File: src/rtl/mcbu_pkg.sv
// Shared types and constants for the barrier unit.
// Depends on nothing; used by every module of the block.
package mcbu_pkg;

	localparam int CORE_W      = 4;
	localparam int BAR_W       = 2;
	localparam int THR_W       = 5;
	localparam int BIU_W       = 3;
	localparam int CNT_W       = 3;
	localparam int WAKE_W      = 16;
	localparam int NUM_THR     = 4;
	localparam int CFG_IDX_W   = 3;
	localparam int CFG_DATA_W  = 5;
	localparam int IN_TDATA_W  = 8;
	localparam int OUT_TDATA_W = 24;

	localparam logic [THR_W-1:0] THR_RESET = 5'd16;
	localparam logic [BIU_W-1:0] BIU_RESET = 3'd4;
	localparam logic [CNT_W-1:0] CNT_MAX   = 3'd7;

	localparam logic OP_WAIT  = 1'b0;
	localparam logic OP_CHECK = 1'b1;

	localparam logic [CFG_IDX_W-1:0] REG_THRESHOLD_LAST = 3'd3;
	localparam logic [CFG_IDX_W-1:0] REG_BARRIERS_IN_USE = 3'd4;

	typedef enum logic [1:0] {
		STATUS_PENDING = 2'd0,
		STATUS_GRANTED = 2'd1,
		STATUS_FOUND   = 2'd2,
		STATUS_NONE    = 2'd3
	} status_t;

	typedef enum logic [1:0] {
		ST_EMPTY = 2'b01,
		ST_FULL  = 2'b10
	} ctrl_state_t;

	typedef struct packed {
		logic step_en;
	} ctrl_cmd_t;

endpackage

File: src/rtl/mcbu_ctrl.sv
// Controller of the barrier unit: output register occupancy and handshakes.
// Depends on mcbu_pkg.
module mcbu_ctrl (
	input  logic               clk,
	input  logic               arst_n,
	input  logic               s_tvalid,
	output logic               s_tready,
	output logic               m_tvalid,
	input  logic               m_tready,
	output mcbu_pkg::ctrl_cmd_t cmd
);

	mcbu_pkg::ctrl_state_t state_q;
	mcbu_pkg::ctrl_state_t state_d;

	// A new request may enter when the result register is free or drains now.
	assign s_tready    = (state_q == mcbu_pkg::ST_EMPTY) || m_tready;
	assign m_tvalid    = (state_q == mcbu_pkg::ST_FULL);
	assign cmd.step_en = s_tvalid && s_tready;

	always_comb begin
		state_d = state_q;
		case (state_q)
			mcbu_pkg::ST_EMPTY: begin
				if (s_tvalid) state_d = mcbu_pkg::ST_FULL;
			end
			mcbu_pkg::ST_FULL: begin
				if (m_tready && !s_tvalid) state_d = mcbu_pkg::ST_EMPTY;
			end
			default: state_d = mcbu_pkg::ST_EMPTY;
		endcase
	end

	always_ff @(posedge clk or negedge arst_n) begin
		if (!arst_n) begin
			state_q <= mcbu_pkg::ST_EMPTY;
		end else begin
			state_q <= state_d;
		end
	end

endmodule

File: src/rtl/mcbu_datapath.sv
// Datapath of the barrier unit: barrier state, pending counts, result register.
// Depends on mcbu_pkg.
module mcbu_datapath #(
	parameter int CORES    = 16,
	parameter int BARRIERS = 4
) (
	input  logic                                clk,
	input  logic                                arst_n,
	input  mcbu_pkg::ctrl_cmd_t                 cmd,
	input  logic                                cfg_wr_en,
	input  logic [mcbu_pkg::CFG_IDX_W-1:0]      cfg_index,
	input  logic [mcbu_pkg::CFG_DATA_W-1:0]     cfg_wdata,
	input  logic                                in_operation,
	input  logic [mcbu_pkg::CORE_W-1:0]         in_core,
	input  logic [mcbu_pkg::BAR_W-1:0]          in_barrier,
	input  logic                                in_immediate,
	output mcbu_pkg::status_t                   out_status,
	output logic [mcbu_pkg::BAR_W-1:0]          out_unlocked,
	output logic [mcbu_pkg::WAKE_W-1:0]         out_wake,
	output logic [mcbu_pkg::CNT_W-1:0]          out_pending
);

	localparam int CIW   = (CORES > 1) ? $clog2(CORES) : 1;
	localparam int BIW   = (BARRIERS > 1) ? $clog2(BARRIERS) : 1;
	localparam int ThrW  = mcbu_pkg::THR_W;
	localparam int BarW  = mcbu_pkg::BAR_W;
	localparam int WakeW = mcbu_pkg::WAKE_W;
	localparam int CntW  = mcbu_pkg::CNT_W;
	localparam int BiuW  = mcbu_pkg::BIU_W;

	logic [ThrW-1:0]  thr_q   [mcbu_pkg::NUM_THR];
	logic [BiuW-1:0]  biu_q;
	logic [ThrW-1:0]  cnt_q   [BARRIERS];
	logic [CORES-1:0] wait_q  [BARRIERS];
	logic [CORES-1:0] upd_q   [BARRIERS];
	logic [CntW-1:0]  pend_q  [CORES];

	logic [ThrW-1:0]  cnt_d   [BARRIERS];
	logic [CORES-1:0] wait_d  [BARRIERS];
	logic [CORES-1:0] upd_d   [BARRIERS];
	logic [CntW-1:0]  pend_d  [CORES];

	mcbu_pkg::status_t status_q;
	logic [BarW-1:0]   unl_q;
	logic [WakeW-1:0]  wake_q;
	logic [CntW-1:0]   pout_q;

	logic [CIW-1:0]    core_sel;
	logic [BIW-1:0]    bar_sel;
	logic              core_ok;
	logic              bar_ok;
	logic [ThrW-1:0]   cd;
	logic              opens;
	logic [CORES-1:0]  wake;
	logic [BARRIERS-1:0] hit;
	logic              found;
	logic [BIW-1:0]    first;
	logic [BiuW-1:0]   limit;
	mcbu_pkg::status_t status_d;
	logic [CntW-1:0]   pout_d;

	assign core_sel = CIW'(in_core);
	assign bar_sel  = BIW'(in_barrier);
	assign core_ok  = int'(in_core) < CORES;
	assign bar_ok   = int'(in_barrier) < BARRIERS;
	assign cd       = cnt_q[bar_sel];
	assign limit    = (int'(biu_q) < BARRIERS) ? biu_q : BiuW'(BARRIERS);

	// Lowest barrier in use that holds an update for the requesting core.
	// Only a check request looks for one.
	always_comb begin
		found = 1'b0;
		first = '0;
		for (int i = 0; i < BARRIERS; i++) begin
			hit[i] = (in_operation == mcbu_pkg::OP_CHECK) && core_ok &&
				(i < int'(limit)) && upd_q[i][core_sel];
		end
		for (int i = BARRIERS - 1; i >= 0; i--) begin
			if (hit[i]) begin
				found = 1'b1;
				first = BIW'(i);
			end
		end
	end

	always_comb begin
		for (int b = 0; b < BARRIERS; b++) begin
			cnt_d[b]  = cnt_q[b];
			wait_d[b] = wait_q[b];
			upd_d[b]  = upd_q[b];
		end
		opens    = 1'b0;
		wake     = '0;
		status_d = mcbu_pkg::STATUS_PENDING;
		if (in_operation == mcbu_pkg::OP_WAIT) begin
			if (bar_ok) begin
				if (cd > ThrW'(1)) begin
					if (!in_immediate && core_ok) begin
						cnt_d[bar_sel]            = cd - ThrW'(1);
						wait_d[bar_sel][core_sel] = 1'b1;
					end
				end else begin
					opens           = 1'b1;
					status_d        = mcbu_pkg::STATUS_GRANTED;
					wake            = wait_q[bar_sel];
					upd_d[bar_sel]  = upd_q[bar_sel] | wait_q[bar_sel];
					wait_d[bar_sel] = '0;
					cnt_d[bar_sel]  = thr_q[in_barrier];
				end
			end
		end else begin
			status_d = mcbu_pkg::STATUS_NONE;
			if (found) begin
				status_d              = mcbu_pkg::STATUS_FOUND;
				upd_d[first][core_sel] = 1'b0;
			end
		end
	end

	// Pending counts: saturating raise on an opening, floor-at-zero take on a check.
	always_comb begin
		for (int c = 0; c < CORES; c++) begin
			pend_d[c] = pend_q[c];
			if (opens && wake[c] && (pend_q[c] != mcbu_pkg::CNT_MAX)) begin
				pend_d[c] = pend_q[c] + CntW'(1);
			end
			if (found && (int'(core_sel) == c) && (pend_q[c] != '0)) begin
				pend_d[c] = pend_q[c] - CntW'(1);
			end
		end
		pout_d = core_ok ? pend_d[core_sel] : '0;
	end

	always_ff @(posedge clk or negedge arst_n) begin
		if (!arst_n) begin
			for (int t = 0; t < mcbu_pkg::NUM_THR; t++) begin
				thr_q[t] <= mcbu_pkg::THR_RESET;
			end
			biu_q <= mcbu_pkg::BIU_RESET;
			for (int b = 0; b < BARRIERS; b++) begin
				cnt_q[b]  <= mcbu_pkg::THR_RESET;
				wait_q[b] <= '0;
				upd_q[b]  <= '0;
			end
			for (int c = 0; c < CORES; c++) begin
				pend_q[c] <= '0;
			end
		end else begin
			if (cmd.step_en) begin
				for (int b = 0; b < BARRIERS; b++) begin
					cnt_q[b]  <= cnt_d[b];
					wait_q[b] <= wait_d[b];
					upd_q[b]  <= upd_d[b];
				end
				for (int c = 0; c < CORES; c++) begin
					pend_q[c] <= pend_d[c];
				end
			end
			if (cfg_wr_en) begin
				if (cfg_index <= mcbu_pkg::REG_THRESHOLD_LAST) begin
					thr_q[cfg_index[1:0]] <= cfg_wdata[ThrW-1:0];
					if (int'(cfg_index) < BARRIERS) begin
						cnt_q[BIW'(cfg_index)]  <= cfg_wdata[ThrW-1:0];
						wait_q[BIW'(cfg_index)] <= '0;
						upd_q[BIW'(cfg_index)]  <= '0;
					end
				end else if (cfg_index == mcbu_pkg::REG_BARRIERS_IN_USE) begin
					biu_q <= cfg_wdata[BiuW-1:0];
				end
			end
		end
	end

	// Result register; loaded with every accepted request.
	always_ff @(posedge clk) begin
		if (cmd.step_en) begin
			status_q <= status_d;
			unl_q    <= found ? BarW'(first) : '0;
			wake_q   <= WakeW'(wake);
			pout_q   <= pout_d;
		end
	end

	assign out_status   = status_q;
	assign out_unlocked = unl_q;
	assign out_wake     = wake_q;
	assign out_pending  = pout_q;

endmodule

File: src/rtl/multi_core_barrier_unit_core.sv
// Barrier unit top level: controller, datapath, stream and config ports. Uses mcbu_pkg.
// A result is presented on the master side in the cycle after its request transfer.
// Throughput: one request per cycle while the master side keeps taking results; the
// datapath does the whole barrier update and the result register frees as it is taken.
// Reset: arst_n clears asynchronously all barriers, counts and configuration to defaults;
// no clearing pass is needed, requests are taken as soon as reset is released.
module multi_core_barrier_unit_core #(
	parameter int CORES    = 16,
	parameter int BARRIERS = 4
) (
	input  logic                                clk,
	input  logic                                arst_n,
	// Request stream.
	input  logic                                s_tvalid,
	output logic                                s_tready,
	// [3:0] core_index, [5:4] barrier number, [6] immediate, [7] zero
	input  logic [mcbu_pkg::IN_TDATA_W-1:0]     s_tdata,
	// [0] operation
	input  logic                                s_tuser,
	// Result stream.
	output logic                                m_tvalid,
	input  logic                                m_tready,
	// [1:0] unlocked_barrier, [17:2] wake_mask, [20:18] pending_updates, [23:21] zero
	output logic [mcbu_pkg::OUT_TDATA_W-1:0]    m_tdata,
	// [1:0] status
	output logic [1:0]                          m_tuser,
	// Configuration write port.
	input  logic                                cfg_wr_en,
	input  logic [mcbu_pkg::CFG_IDX_W-1:0]      cfg_index,
	input  logic [mcbu_pkg::CFG_DATA_W-1:0]     cfg_wdata
);

	mcbu_pkg::ctrl_cmd_t             cmd;
	mcbu_pkg::status_t               status;
	logic [mcbu_pkg::BAR_W-1:0]      unlocked;
	logic [mcbu_pkg::WAKE_W-1:0]     wake;
	logic [mcbu_pkg::CNT_W-1:0]      pending;

	// The controller only tracks whether the result register holds an
	// untaken result; every request transfer steps the datapath once.
	mcbu_ctrl u_ctrl (
		.clk      (clk),
		.arst_n   (arst_n),
		.s_tvalid (s_tvalid),
		.s_tready (s_tready),
		.m_tvalid (m_tvalid),
		.m_tready (m_tready),
		.cmd      (cmd)
	);

	// The datapath holds all barrier state and computes the full step in
	// the cycle of the transfer, including the count of the requesting core.
	mcbu_datapath #(
		.CORES    (CORES),
		.BARRIERS (BARRIERS)
	) u_dp (
		.clk          (clk),
		.arst_n       (arst_n),
		.cmd          (cmd),
		.cfg_wr_en    (cfg_wr_en),
		.cfg_index    (cfg_index),
		.cfg_wdata    (cfg_wdata),
		.in_operation (s_tuser),
		.in_core      (s_tdata[3:0]),
		.in_barrier   (s_tdata[5:4]),
		.in_immediate (s_tdata[6]),
		.out_status   (status),
		.out_unlocked (unlocked),
		.out_wake     (wake),
		.out_pending  (pending)
	);

	// Pack the result fields, lowest field in the lowest bits.
	assign m_tdata = {3'b000, pending, wake, unlocked};
	assign m_tuser = status;

endmodule

File: config.mk
export PLATFORM = sky130hd
export DESIGN_NAME = multi_core_barrier_unit_core
export DESIGN_NICKNAME = d
export VERILOG_FILES = /design/src/rtl/mcbu_pkg.sv /design/src/rtl/mcbu_ctrl.sv /design/src/rtl/mcbu_datapath.sv /design/src/rtl/multi_core_barrier_unit_core.sv
export SDC_FILE = /design/constraint.sdc
export NUM_CORES = 1
export LEC_CHECK = 0
export ABC_AREA = 1
export BUFFER_PORTS_ARGS = -buffer_cell sky130_fd_sc_hd__buf_2
export CAP_MARGIN = 25
export CORE_UTILIZATION = 45
export CTS_BUF_LIST = sky130_fd_sc_hd__clkbuf_4
export CTS_CLUSTER_DIAMETER = 30
export DETAILED_ROUTE_END_ITERATION = 7
export PLACE_DENSITY = 0.7
export SYNTH_ARGS = -nofsm -noshare
export SYNTH_HDL_FRONTEND = slang
export SYNTH_SLANG_ARGS = --single-unit
File: constraint.sdc
create_clock -name clk -period 2.7 [get_ports clk]
set_input_delay 0.135 -clock clk [delete_from_list [all_inputs] [get_ports clk]]
set_output_delay 0.135 -clock clk [all_outputs]
set_load 0.01 [all_outputs]
==> metrics.txt <==
worst hold path type=input port to register; Slew Limit Fails=0; Hold Slack=between 0.08 and 0.09 ns; critical path endpoint category=register; Setup-failing EPs final=0; Starting Density=45.95%; site row count=70; skew final=0.06070 ns; total gr overflow=0; DRT iter0 DRCs=~1.7k; Detail Route Antenna Nets=0; fin crit period=2.668 ns; CTS tree=built; DR vias=18.12k; placed cell areas=between 15000 and 20000 sq um; initial antenna violation count=3; main flop type after synthesis=dfrtp_1; unrepaired setup endpoints after global routing=true; Slowest-stage cell, CP=dfrtp_1; Final HPWL DP=approximately 38000 um; total wire length=roughly 58000 um; fin area=between 20000 and 25000 sq um; WL/cell=18.51 um; Synth top area share=a little under a third; Max Freq=~0.37 GHz; Area growth syn-to-layout=20.72%; Synth Warn #=0; critical path required time=3.24 ns; Placement Setup Slack=-0.1008 ns; Post-Syn Area=between 15000 and 20000 sq um; Synth Register Bits=244; clock buffer depth=3; TritonCTS buffer count=just over 80; worst skew pair latency=0.80 ns; slew margin rel.=around 31%; crit path kind=register to register; power density over the cells=between 800 and 900 nW/um^2; EDFF count, synth=23; status=complete, no violations; asr flop ratio synth=90.57%; die area=approximately 38000 sq um; CTS Sinks=244; fraction of layout instances using a drive strength above 1=between 10% and 20%; DRC=0; number of global-route vias before repair=between 15k and 20k; Synth area leader=dfrtp_1; clock root cell=clkbuf_4; IO buf count=45; Tcrit/Tclk final=98.81%; Clock transition at path regs=around 0.07 ns; WP buf/inv=4; DRT Pass-1 Iters=6; startpoint types=register; Fin Setup TNS=0 ns; core area=approximately 37000 sq um; Worst path most repeated cell=nand2_1; Final nets=about 2.7k; Die Wd=slightly below 200 um; RePlAce Congestion=between 0.9 and 1; Crit path max-delay family=simple AND/OR/NAND/NOR gates; critical path arrival=3.21 ns; Netlist cell types=53; fillers=3416; Synth area leaders=dfrtp_1, nand2_1, o21ai_0, a21oi_1, inv_1; largest net degree at the start of global routing=between 80 and 90; Die Y=around 200 um; max-cap violations=0; area occupied by multi-input gates=a little over 9000 sq um; Core Util, Final=a little under three fifths; Critical Path, Cell by Cell=nand2_1, nand2_1, nor2_2, inv_1, ha_2, inv_2, nand2_2, nand3_4, clkbuf_16, nor2_4, buf_4, nand3_1, nand2_1, nand2_2, nand2_2, nand2_1, nand2_1, nor2_1, nor2_1, nor2_1, nand2_1; Pwr Total=around 17 mW; register area share after synthesis=between 30% and 40%; Slew @ Worst Pin=between 1 and 1.5 ns; Post-Synthesis Cells=roughly 2.4k; placed cell count=about 2.9k; Worst VDD drop=roughly 0.00046 V; Sequential Area=a little over 6000 sq um; CP max FO=6; cell leakage power=about 9.6 nW; Final Hold Viols=0; H-tree Lvls=3; worst path setup slack after routing=around 0.032 ns; syn avg cell area=between 7 and 8 sq um; global-route wire length before repair=around 90000 um; crit-path max cell delay=between 0.3 and 0.4 ns; total track usage=around 30%; routed vias/inst=roughly 5.8; final cell count without fillers=3127; IO Count=50
==> report_power, final <==
part / internal [mW] / switching, mW
Clock: 1.98 / 1.82
Sequential: 4.85 / 0.975
Combinational: 3.02 / 4.50
==> flip-flops by register name, indices dropped and copies added (netlist names) <==
signal / count
u_ctrl.state_q: 2
u_dp.upd_q: 64
u_dp.pend_q: 48
u_dp.biu_q: 3
u_dp.out_status: 2
u_dp.out_unlocked: 2
u_dp.out_wake: 16
u_dp.wait_q: 64
u_dp.thr_q: 20
u_dp.out_pending: 3
u_dp.cnt_q: 20
==> per-layer routing <==
layer  share of wire [%]  track usage [%]  vias up
met4                 4.6            15.69        0
met3                 8.8            5.941      184
li1                    -                -     8474
met5                   0                0        -
met2                  45            46.18      907
met1                  42            39.25     8554
==> worst min-delay path, delay by kind of cell <==
| family | cells | cell delay, ns |
|---|---|---|
| buffers and inverters | 3 | 0.35 |
| and+or+nand+nor | 4 | 0.26 |
==> Yosys cell counts, drive strengths merged (33+ instances only) <==
master  number
o22ai       33
nand3      139
ha          66
nand2      614
o21ai      270
clkbuf      98
inv        236
nand4       64
nor2       178
a21oi      227
a31oi       39
dfrtp      211
buf         52
==> cell families (layout without fill, tap and decap cells) <==
kind of cell	after synthesis	count (layout)	synth area share [%]
fa+ha+maj	66	66	4.897
buf+inv	390	652	9.268
compound gates	640	640	21.00
flops	244	244	36.97
other cells	1	6	0.02224
mux	2	2	0.1336
simple gates	1030	1030	26.73
xor+xnor	19	19	0.9869
==> layout by cell type (no fill, tap or decap), types with 5 or more instances in the layout <==
cell,count
inv_2,12
ha_1,65
nand2_1,579
nor3_1,11
dfrtp_1,211
nand3_2,5
buf_4,172
nor2_2,20
o21ai_2,5
xor2_1,9
nor2_4,20
a31oi_1,39
buf_12,26
edfxtp_1,23
xnor2_1,10
clkbuf_4,109
dfstp_2,10
clkinv_1,23
clkinv_2,9
inv_1,227
o21ai_1,24
o211ai_1,22
a22o_1,5
o22ai_1,33
nand3_1,133
a21oi_1,227
nor2_1,137
dlygate4sd3_1,19
nand2_2,32
o21ai_0,240
and2_1,16
buf_2,43
nand4_1,64
a221oi_1,22
o21a_1,9
==> path summary, 6_finish.rpt <==
kind | start | to | slack, ns | depth (start not counted)
max in group asynchronous | arst_n | u_dp.thr_q[9] | 1.56 | 4
worst max-delay path | u_dp.cnt_q[5] | u_dp.out_pending[0] | 0.03 | 21
worst max register to register | u_dp.cnt_q[5] | u_dp.out_pending[0] | 0.03 | 21
worst min-delay path | s_tdata[3] | u_dp.out_pending[0] | 0.09 | 7
min in group asynchronous | arst_n | u_dp.pend_q[1] | 0.43 | 3
worst min register to register | u_dp.thr_q[19] | u_dp.thr_q[19] | 0.47 | 2
==> cell type report <==
| class | instances | area share, % |
|---|---|---|
| Tap cell | 468 | 2.876 |
| Clock buffer | 109 | 4.020 |
| Timing Repair Buffer | 268 | 11.70 |
| Clock inverter | 35 | 0.8482 |
| Inverter | 240 | 4.462 |
| Multi-Input combinational cell | 1760 | 45.43 |
| Sequential cell | 244 | 30.62 |
| Antenna cell | 3 | 0.03688 |
==> repair_timing <==
action,in CTS,in global routing
hold endpoints to repair,298,0
gates resized for setup,0,59
hold buffers,20,0
setup endpoints to repair,0,31
buffers inserted,0,26
Power figures use the tool's default switching activity.
